`config.mk`:
```
export PLATFORM = sky130hd
export DESIGN_NAME = rational_arith_reduce_top
export DESIGN_NICKNAME = d
export VERILOG_FILES = /design/src/rar_pkg.sv /design/src/rar_front.sv /design/src/rar_back.sv /design/src/rational_arith_reduce_top.sv
export SDC_FILE = /design/constraint.sdc
export NUM_CORES = 2
export LEC_CHECK = 0
export BUFFER_PORTS_ARGS = -buffer_cell sky130_fd_sc_hd__buf_2
export CAP_MARGIN = 20
export CORE_MARGIN = 2
export CORE_UTILIZATION = 42
export CTS_CLUSTER_DIAMETER = 40
export DETAILED_ROUTE_END_ITERATION = 12
export HOLD_SLACK_MARGIN = 0.06
export SYNTH_ARGS = -nofsm -noshare
export SYNTH_HDL_FRONTEND = slang
export SYNTH_SLANG_ARGS = --single-unit
export TNS_END_PERCENT = 100
```
`constraint.sdc`:
```
create_clock -name aclk -period 26.9 [get_ports aclk]
set_input_delay 1.345 -clock aclk [delete_from_list [all_inputs] [get_ports aclk]]
set_output_delay 1.345 -clock aclk [all_outputs]
set_load 0.02 [all_outputs]
```
`src/rar_pkg.sv`:
```
// ----------------------------------------------------------------------------
// rar_pkg: shared types and constants for rational_arith_reduce
// Operation codes, output and work widths, and back-end state encoding.
// ----------------------------------------------------------------------------
package rar_pkg;

    typedef enum logic [1:0] {
        ACT_ADD  = 2'd0,
        ACT_MUL  = 2'd1,
        ACT_DIV  = 2'd2,
        ACT_PASS = 2'd3
    } action_t;

    localparam int NUM_OUT_WIDTH = 33;
    localparam int DEN_OUT_WIDTH = 32;
    localparam int WORK_WIDTH    = 64;

    typedef enum logic [2:0] {
        BE_IDLE,
        BE_MUL1,
        BE_MUL2,
        BE_SUM,
        BE_GCD,
        BE_DIVN,
        BE_DIVD,
        BE_OUT
    } be_state_t;

endpackage

```
`src/rar_front.sv`:
```
// ----------------------------------------------------------------------------
// rar_front: input stage and item queue
// Accepts items, decodes the operation into operand pairs and holds them in
// a two-entry queue for the back end.
// ----------------------------------------------------------------------------
module rar_front #(
    parameter int OPERAND_WIDTH = 16
) (
    input  logic                            aclk,
    input  logic                            aresetn,
    input  logic                            in_valid,
    output logic                            in_ready,
    input  logic [1:0]                      in_action,
    input  logic signed [OPERAND_WIDTH-1:0] in_an,
    input  logic signed [OPERAND_WIDTH-1:0] in_ad,
    input  logic signed [OPERAND_WIDTH-1:0] in_bn,
    input  logic signed [OPERAND_WIDTH-1:0] in_bd,
    output logic                            q_valid,
    input  logic                            q_ready,
    output logic [1:0]                      q_action,
    // product operands: p0=x0*y0, p1=x1*y1, p2=x2*y2 (add uses p0+p1 and p2)
    output logic signed [OPERAND_WIDTH-1:0] q_x0,
    output logic signed [OPERAND_WIDTH-1:0] q_y0,
    output logic signed [OPERAND_WIDTH-1:0] q_x1,
    output logic signed [OPERAND_WIDTH-1:0] q_y1,
    output logic signed [OPERAND_WIDTH-1:0] q_x2,
    output logic signed [OPERAND_WIDTH-1:0] q_y2
);
    localparam int EW = 2 + 6 * OPERAND_WIDTH;

    logic [EW-1:0] ent_reg [2];
    logic [1:0]    cnt_reg, cnt_next;
    logic          rd_reg, rd_next, wr_reg, wr_next;
    logic [EW-1:0] ent_in;
    logic          push, pop;
    logic signed [OPERAND_WIDTH-1:0] x0, y0, x1, y1, x2, y2;

    // classify: route operands to multiplier pairs
    always_comb begin
        x0 = in_an; y0 = in_bd; x1 = in_bn; y1 = in_ad; x2 = in_ad; y2 = in_bd;
        unique case (rar_pkg::action_t'(in_action))
            rar_pkg::ACT_ADD: begin
                x0 = in_an; y0 = in_bd; x1 = in_bn; y1 = in_ad;
            end
            rar_pkg::ACT_MUL: begin
                x0 = in_an; y0 = in_bn;
            end
            rar_pkg::ACT_DIV: begin
                x0 = in_an; y0 = in_bd; x2 = in_ad; y2 = in_bn;
            end
            default: begin
                x0 = in_an; y0 = OPERAND_WIDTH'(1); x2 = in_ad; y2 = OPERAND_WIDTH'(1);
            end
        endcase
    end

    assign ent_in   = {in_action, x0, y0, x1, y1, x2, y2};
    assign in_ready = (cnt_reg != 2'd2);
    assign push     = in_valid && in_ready;
    assign q_valid  = (cnt_reg != 2'd0);
    assign pop      = q_valid && q_ready;
    assign {q_action, q_x0, q_y0, q_x1, q_y1, q_x2, q_y2} = ent_reg[rd_reg];

    // queue pointers
    always_comb begin
        cnt_next = cnt_reg;
        rd_next  = rd_reg;
        wr_next  = wr_reg;
        if (push) begin
            wr_next = ~wr_reg;
        end
        if (pop) begin
            rd_next = ~rd_reg;
        end
        if (push && !pop) begin
            cnt_next = cnt_reg + 2'd1;
        end else if (pop && !push) begin
            cnt_next = cnt_reg - 2'd1;
        end
    end

    always_ff @(posedge aclk) begin
        if (!aresetn) begin
            cnt_reg <= 2'd0;
            rd_reg  <= 1'b0;
            wr_reg  <= 1'b0;
        end else begin
            cnt_reg <= cnt_next;
            rd_reg  <= rd_next;
            wr_reg  <= wr_next;
        end
    end

    always_ff @(posedge aclk) begin
        if (push) begin
            ent_reg[wr_reg] <= ent_in;
        end
    end

    a_cnt_range: assert property (@(posedge aclk) disable iff (!aresetn)
        cnt_reg != 2'd3) else $error("queue count out of range");
    a_no_push_full: assert property (@(posedge aclk) disable iff (!aresetn)
        cnt_reg == 2'd2 |-> !push) else $error("push into full queue");
    a_pop_nonempty: assert property (@(posedge aclk) disable iff (!aresetn)
        pop |-> cnt_reg != 2'd0) else $error("pop from empty queue");
endmodule

```
`src/rar_back.sv`:
```
// ----------------------------------------------------------------------------
// rar_back: arithmetic and reduction engine
// Forms raw products; for positive terms runs a binary gcd one step per cycle,
// then divides both by it in a shared restoring divider, one bit per cycle.
// ----------------------------------------------------------------------------
module rar_back #(
    parameter int OPERAND_WIDTH = 16
) (
    input  logic                            aclk,
    input  logic                            aresetn,
    input  logic                            q_valid,
    output logic                            q_ready,
    input  logic [1:0]                      q_action,
    input  logic signed [OPERAND_WIDTH-1:0] q_x0,
    input  logic signed [OPERAND_WIDTH-1:0] q_y0,
    input  logic signed [OPERAND_WIDTH-1:0] q_x1,
    input  logic signed [OPERAND_WIDTH-1:0] q_y1,
    input  logic signed [OPERAND_WIDTH-1:0] q_x2,
    input  logic signed [OPERAND_WIDTH-1:0] q_y2,
    output logic                            out_valid,
    input  logic                            out_ready,
    output logic [rar_pkg::NUM_OUT_WIDTH-1:0] out_num,
    output logic [rar_pkg::DEN_OUT_WIDTH-1:0] out_den
);
    localparam int W  = rar_pkg::WORK_WIDTH;
    localparam int PW = 2 * OPERAND_WIDTH;
    localparam int CW = $clog2(W + 1);
    localparam int NUM_OUT_W = rar_pkg::NUM_OUT_WIDTH;

    rar_pkg::be_state_t st_reg, st_next;
    logic [1:0]          act_reg;
    logic signed [OPERAND_WIDTH-1:0] x0_reg, y0_reg, x1_reg, y1_reg, x2_reg, y2_reg;
    logic signed [PW-1:0] p0_reg, p1_reg, p2_reg;
    logic [W-1:0] num_reg, den_reg, ga_reg, gb_reg, g_reg;
    logic [W-1:0] quo_reg, rem_reg, dvd_reg;
    logic [CW-1:0] sh_reg, cnt_reg;
    logic [NUM_OUT_W-1:0] onum_reg;
    logic [rar_pkg::DEN_OUT_WIDTH-1:0] oden_reg;
    logic ovalid_reg;
    logic [W-1:0] rem_sh, dsub;
    logic [W-1:0] gdiff;

    assign q_ready   = (st_reg == rar_pkg::BE_IDLE);
    assign out_valid = ovalid_reg;
    assign out_num   = onum_reg;
    assign out_den   = oden_reg;

    // shared divider step: shift one dividend bit into the remainder
    assign rem_sh = {rem_reg[W-2:0], dvd_reg[W-1]};
    assign dsub   = rem_sh - g_reg;
    assign gdiff  = (ga_reg > gb_reg) ? ga_reg - gb_reg : gb_reg - ga_reg;

    always_comb begin
        st_next = st_reg;
        unique case (st_reg)
            rar_pkg::BE_IDLE: if (q_valid) st_next = rar_pkg::BE_MUL1;
            rar_pkg::BE_MUL1: st_next = rar_pkg::BE_MUL2;
            rar_pkg::BE_MUL2: st_next = rar_pkg::BE_SUM;
            rar_pkg::BE_SUM:  st_next = rar_pkg::BE_GCD;
            rar_pkg::BE_GCD: begin
                if (!(num_reg != '0 && !num_reg[W-1] && den_reg != '0 && !den_reg[W-1]))
                    st_next = rar_pkg::BE_OUT;
                else if (ga_reg == gb_reg)
                    st_next = rar_pkg::BE_DIVN;
            end
            rar_pkg::BE_DIVN: if (cnt_reg == CW'(W - 1)) st_next = rar_pkg::BE_DIVD;
            rar_pkg::BE_DIVD: if (cnt_reg == CW'(W - 1)) st_next = rar_pkg::BE_OUT;
            rar_pkg::BE_OUT:  if (!ovalid_reg || out_ready) st_next = rar_pkg::BE_IDLE;
            default: st_next = rar_pkg::BE_IDLE;
        endcase
    end

    always_ff @(posedge aclk) begin
        if (!aresetn) begin
            st_reg     <= rar_pkg::BE_IDLE;
            ovalid_reg <= 1'b0;
        end else begin
            st_reg <= st_next;
            if (st_reg == rar_pkg::BE_OUT && (!ovalid_reg || out_ready))
                ovalid_reg <= 1'b1;
            else if (out_ready)
                ovalid_reg <= 1'b0;
        end
    end

    // datapath
    always_ff @(posedge aclk) begin
        case (st_reg)
            rar_pkg::BE_IDLE: begin
                act_reg <= q_action;
                x0_reg <= q_x0; y0_reg <= q_y0; x1_reg <= q_x1;
                y1_reg <= q_y1; x2_reg <= q_x2; y2_reg <= q_y2;
            end
            rar_pkg::BE_MUL1: begin
                p0_reg <= PW'(x0_reg * y0_reg);
                p1_reg <= PW'(x1_reg * y1_reg);
            end
            rar_pkg::BE_MUL2: begin
                p2_reg <= PW'(x2_reg * y2_reg);
            end
            rar_pkg::BE_SUM: begin
                if (rar_pkg::action_t'(act_reg) == rar_pkg::ACT_ADD)
                    num_reg <= W'(p0_reg) + W'(p1_reg);
                else
                    num_reg <= W'(p0_reg);
                if (rar_pkg::action_t'(act_reg) == rar_pkg::ACT_ADD ||
                    rar_pkg::action_t'(act_reg) == rar_pkg::ACT_MUL)
                    den_reg <= W'(p2_reg);
                else
                    den_reg <= W'(p2_reg);
                ga_reg <= (rar_pkg::action_t'(act_reg) == rar_pkg::ACT_ADD)
                          ? W'(p0_reg) + W'(p1_reg) : W'(p0_reg);
                gb_reg <= W'(p2_reg);
                sh_reg <= '0;
            end
            rar_pkg::BE_GCD: begin
                // binary gcd: strip common twos, then subtract
                if (ga_reg != gb_reg) begin
                    if (!ga_reg[0] && !gb_reg[0]) begin
                        ga_reg <= ga_reg >> 1; gb_reg <= gb_reg >> 1; sh_reg <= sh_reg + 1'b1;
                    end else if (!ga_reg[0]) begin
                        ga_reg <= ga_reg >> 1;
                    end else if (!gb_reg[0]) begin
                        gb_reg <= gb_reg >> 1;
                    end else if (ga_reg > gb_reg) begin
                        ga_reg <= gdiff >> 1;
                    end else begin
                        gb_reg <= gdiff >> 1;
                    end
                end else begin
                    g_reg   <= ga_reg << sh_reg;
                    dvd_reg <= num_reg;
                    rem_reg <= '0;
                    cnt_reg <= '0;
                end
            end
            rar_pkg::BE_DIVN, rar_pkg::BE_DIVD: begin
                if (rem_sh >= g_reg) begin
                    rem_reg <= dsub;
                    quo_reg <= {quo_reg[W-2:0], 1'b1};
                end else begin
                    rem_reg <= rem_sh;
                    quo_reg <= {quo_reg[W-2:0], 1'b0};
                end
                dvd_reg <= {dvd_reg[W-2:0], 1'b0};
                cnt_reg <= cnt_reg + 1'b1;
                if (cnt_reg == CW'(W - 1)) begin
                    cnt_reg <= '0;
                    rem_reg <= '0;
                    dvd_reg <= den_reg;
                    if (st_reg == rar_pkg::BE_DIVN)
                        num_reg <= {quo_reg[W-2:0], rem_sh >= g_reg};
                    else
                        den_reg <= {quo_reg[W-2:0], rem_sh >= g_reg};
                end
            end
            rar_pkg::BE_OUT: begin
                if (!ovalid_reg || out_ready) begin
                    onum_reg <= num_reg[NUM_OUT_W-1:0];
                    oden_reg <= den_reg[rar_pkg::DEN_OUT_WIDTH-1:0];
                end
            end
            default: ;
        endcase
    end

    a_out_hold: assert property (@(posedge aclk) disable iff (!aresetn)
        out_valid && !out_ready |=> out_valid) else $error("result dropped");
    a_gcd_nz: assert property (@(posedge aclk) disable iff (!aresetn)
        st_reg == rar_pkg::BE_DIVN |-> g_reg != '0) else $error("zero divisor");
    a_idle_ready: assert property (@(posedge aclk) disable iff (!aresetn)
        q_ready |-> st_reg == rar_pkg::BE_IDLE) else $error("ready outside idle");
endmodule

```
`src/rational_arith_reduce_top.sv`:
```
// An accepted item leaves the queue and passes the product, sum and gcd
//   states to the output register; when both terms are positive, the
//   binary-gcd steps and two 64-bit bit-serial divisions come first.
// Throughput: one item at a time in the back end; a two-entry queue lets the
//   next items be taken while one is worked on, and m_tready can hold it.
// Reset: aresetn synchronous, active low; clears queue and state, no result.
// ----------------------------------------------------------------------------
// rational_arith_reduce_top: fraction add/multiply/divide with gcd reduction
// Front end queues decoded items; back end multiplies and reduces.
// ----------------------------------------------------------------------------
module rational_arith_reduce_top #(
    parameter int OPERAND_WIDTH = 16
) (
    input  logic                       aclk,
    input  logic                       aresetn,
    input  logic                       s_tvalid,
    output logic                       s_tready,
    // action[1:0], a_num, a_den, b_num, b_den (OPERAND_WIDTH each), zero pad
    input  logic [((2+4*OPERAND_WIDTH+7)/8)*8-1:0] s_tdata,
    output logic                       m_tvalid,
    input  logic                       m_tready,
    // result_num[32:0], result_den[64:33], pad [71:65]
    output logic [71:0]                m_tdata
);
    localparam int OW = OPERAND_WIDTH;

    logic            q_valid, q_ready;
    logic [1:0]      q_action;
    logic signed [OW-1:0] q_x0, q_y0, q_x1, q_y1, q_x2, q_y2;
    logic [rar_pkg::NUM_OUT_WIDTH-1:0] rnum;
    logic [rar_pkg::DEN_OUT_WIDTH-1:0] rden;

    rar_front #(.OPERAND_WIDTH(OW)) u_front (
        .aclk(aclk), .aresetn(aresetn),
        .in_valid(s_tvalid), .in_ready(s_tready),
        .in_action(s_tdata[1:0]),
        .in_an(s_tdata[2+OW-1:2]),
        .in_ad(s_tdata[2+2*OW-1:2+OW]),
        .in_bn(s_tdata[2+3*OW-1:2+2*OW]),
        .in_bd(s_tdata[2+4*OW-1:2+3*OW]),
        .q_valid(q_valid), .q_ready(q_ready), .q_action(q_action),
        .q_x0(q_x0), .q_y0(q_y0), .q_x1(q_x1), .q_y1(q_y1), .q_x2(q_x2), .q_y2(q_y2)
    );

    rar_back #(.OPERAND_WIDTH(OW)) u_back (
        .aclk(aclk), .aresetn(aresetn),
        .q_valid(q_valid), .q_ready(q_ready), .q_action(q_action),
        .q_x0(q_x0), .q_y0(q_y0), .q_x1(q_x1), .q_y1(q_y1), .q_x2(q_x2), .q_y2(q_y2),
        .out_valid(m_tvalid), .out_ready(m_tready),
        .out_num(rnum), .out_den(rden)
    );

    assign m_tdata = {7'd0, rden, rnum};
endmodule

```
==> out/qor.csv <==
metric,value,unit
crit_top_cell,fa_1,
end_kind,flop,
cp_cell_sequence,"nand2_1, inv_1, fa_1, fa_1, fa_1, fa_1, fa_1, inv_1, fa_1, inv_1, ha_1, and4_1, nand2_1, o21ai_0, a211oi_1, nor3_1, or4_1, a31oi_1, o21ai_1, xnor2_1",
first_iter_violations,3948,
critPathSlowestCell,fa_1,
muxShareOfSynthArea,0.03989,
rr_worst_depth,20,
numCtsBuffers,151,
htree_num_levels,4,
nets,9422,
grt_remaining_overflow,0,
hold_path_class,reg2reg,
slew_headroom,0.1871,
cts_tree,done,
r2r-end,u_back.p2_reg[31]$_DFFE_PP_,
grt_pass1_wl,349100,µm
synth_top_flop_cell,edfxtp_1,
path_delay_family,adder cells,
hold_buffers,0,
slew_violations,0,
grt_use_met3,0.03454,
min_period,7.921,ns
avgSynthCellArea,10.11,µm²
drive_above_1_share,0.08730,
setup_viol,0,
yosysUniqueCellTypes,110,
synth_top_family_by_area,adder cells,
critPathMaxFanout,16,
die_w,445.6,µm
hold_viol,0,
final_core_util,0.4660,
largest_register_ffs,164,
antenna_found_initial,10,
clk_path_buf_depth,3,
layout_commonest_cell,inv_1,
dieArea,0.1985,mm²
cts_resized,0,
rsz0062_at_grt,no,
syn2layout_area_growth,10.61,%
netlist_instances,8097,
ant_nets,0,
place_congestion,0.9691,
gr-usage-met1,0.3010,
ys_seq_area_frac,0.3433,
post_cts_buffers,0,
min_to,u_back.quo_reg[48]$_DFFE_PN_,
synth_xor_area_frac,0.03412,
fin_ws,18.98,ns
grt_max_degree,101,
io_pins,150,
busiest_layer,met2,
drc,0,
worst_pin_slew,1.211,ns
num_vias,58580,
totalNegativeSetupSlack,0,ns
netlist_area,0.08189,mm²
port_buffers,136,
rows,162,
via_per_inst,5.445,
fmax,126.3,MHz
dp_hpwl,169100,µm
synth_edf_count,931,
drt-pass1-iter-count,7,
timing_worst_setup_path_type,reg2reg,
min_delay_path_depth,0,
cp-start-kind,flop,
cts_sinks,939,
worst-endpoint-required,27.41,ns
timing.rr.start,u_back.y2_reg[2]$_DFFE_PN_,
pre_cts_ws,19.20,ns
max-cap-violations,0,
yosys.area_share.simple,0.1306,
synth_compound_area_frac,0.1143,
synthAdderAreaFrac,0.2655,
wl_per_cell,20.65,µm
clk_pin_slew,0.06,ns
post-route-period-util,0.2945,
slowest_delay,0.94,ns
cp_num_buf_inv,3,
wl,222100,µm
die_y,445.6,µm
clk_latency,0.85,ns
cts-root-buf,clkbuf_16,
hold_start,u_back.quo_reg[47]$_DFFE_PN_,
rrSetupSlack,18.98,ns
initial_core_util,0.4213,
crit_arrival,8.43,ns
use_met2,0.3746,
finClkSkew,0.1001,ns
yosysWarnings,0,
synth_seq_cells,939,
mostFrequentLayoutCells,"inv_1 (1,130), nand2_1 (1,060), edfxtp_1 (931)",
globalRouteTotalUtil,0.2255,
grt_pass1_vias,60670,
synthArstFlopShare,0,
status,"complete, no violations",
core-area,0.1944,mm²
-- layer usage --
layer  wire length, µm  vias up  share of wire
met5                28        -        0.00013
met4              7320        4          0.033
met3             11970      368          0.054
met2            106100     1652           0.48
met1             96660    29350           0.44
li1                  -    27200              -
-- Yosys cell counts (45+ instances only) --
cell type	n	share of area
mux4_2	45	0.012
fa_1	790	0.19
nand4_1	60	0.0046
edfxtp_1	931	0.34
and2_1	391	0.030
mux2i_1	125	0.015
inv_1	1130	0.052
nor3_1	50	0.0031
nor4_1	45	0.0034
a21o_1	140	0.013
o21ai_0	319	0.019
ha_1	474	0.072
xnor2_1	215	0.023
buf_2	58	0.0035
nand2_1	1061	0.049
a211oi_1	48	0.0044
nand3_1	53	0.0032
xor2_1	104	0.011
a21oi_1	446	0.027
o21bai_1	65	0.0060
mux2_2	88	0.012
nand2b_1	51	0.0039
nor2_1	495	0.023
clkbuf_1	296	0.014
a221oi_1	77	0.0082
-- per-stage QoR --
stage	area, µm²	instances	hold slack, ns
after floorplan	81910	8103	0.4262
after global placement	84860	10470	0.4314
after detailed placement	84920	10470	0.4320
after CTS	90570	10750	0.4266
after global routing	90580	10760	0.4520
final	90580	10760	0.4412
-- final cells by class --
cell class	instances	area [µm²]
clock buffers	161	3867
flip-flops and latches	939	28120
clock inverters	123	1783
inverters	1136	4267
diodes	2	5.005
fillers	18140	103800
repair buffers	221	1350
multi-input cells	5633	48010
well taps	2542	3181
-- worst max-delay path by stage --
stage / startpoint / to / slack [ns] / cells after the start
2_1_floorplan: u_back.ga_reg[46]$_DFFE_PP_ / u_back.cnt_reg[0]$_SDFFCE_PP0P_ / 17.83 / 9
3_3_place_gp: u_back.y2_reg[1]$_DFFE_PN_ / u_back.p2_reg[31]$_DFFE_PP_ / 19.32 / 20
3_5_place_dp: u_back.y2_reg[1]$_DFFE_PN_ / u_back.p2_reg[31]$_DFFE_PP_ / 19.20 / 20
4_1_cts: u_back.y2_reg[1]$_DFFE_PN_ / u_back.p2_reg[31]$_DFFE_PP_ / 19.15 / 20
5_1_grt: u_back.y2_reg[2]$_DFFE_PN_ / u_back.p2_reg[31]$_DFFE_PP_ / 18.65 / 20
6_report: u_back.y2_reg[2]$_DFFE_PN_ / u_back.p2_reg[31]$_DFFE_PP_ / 18.98 / 20
-- cell families (layout without fill, tap and decap cells) --
kind of cell             after synthesis  after routing
multiplexers                         259            259
AND/OR/NAND/NOR                     2336           2336
buffers and inverters               1531           1641
adder cells (fa/ha/maj)             1264           1264
other                                  1              9
flip-flops                           939            939
XOR/XNOR                             319            319
AO/OA/AOI/OAI                       1448           1448
Power is not shown: default switching activity piles up to over one toggle a cycle in this logic, so the estimate is an artifact.
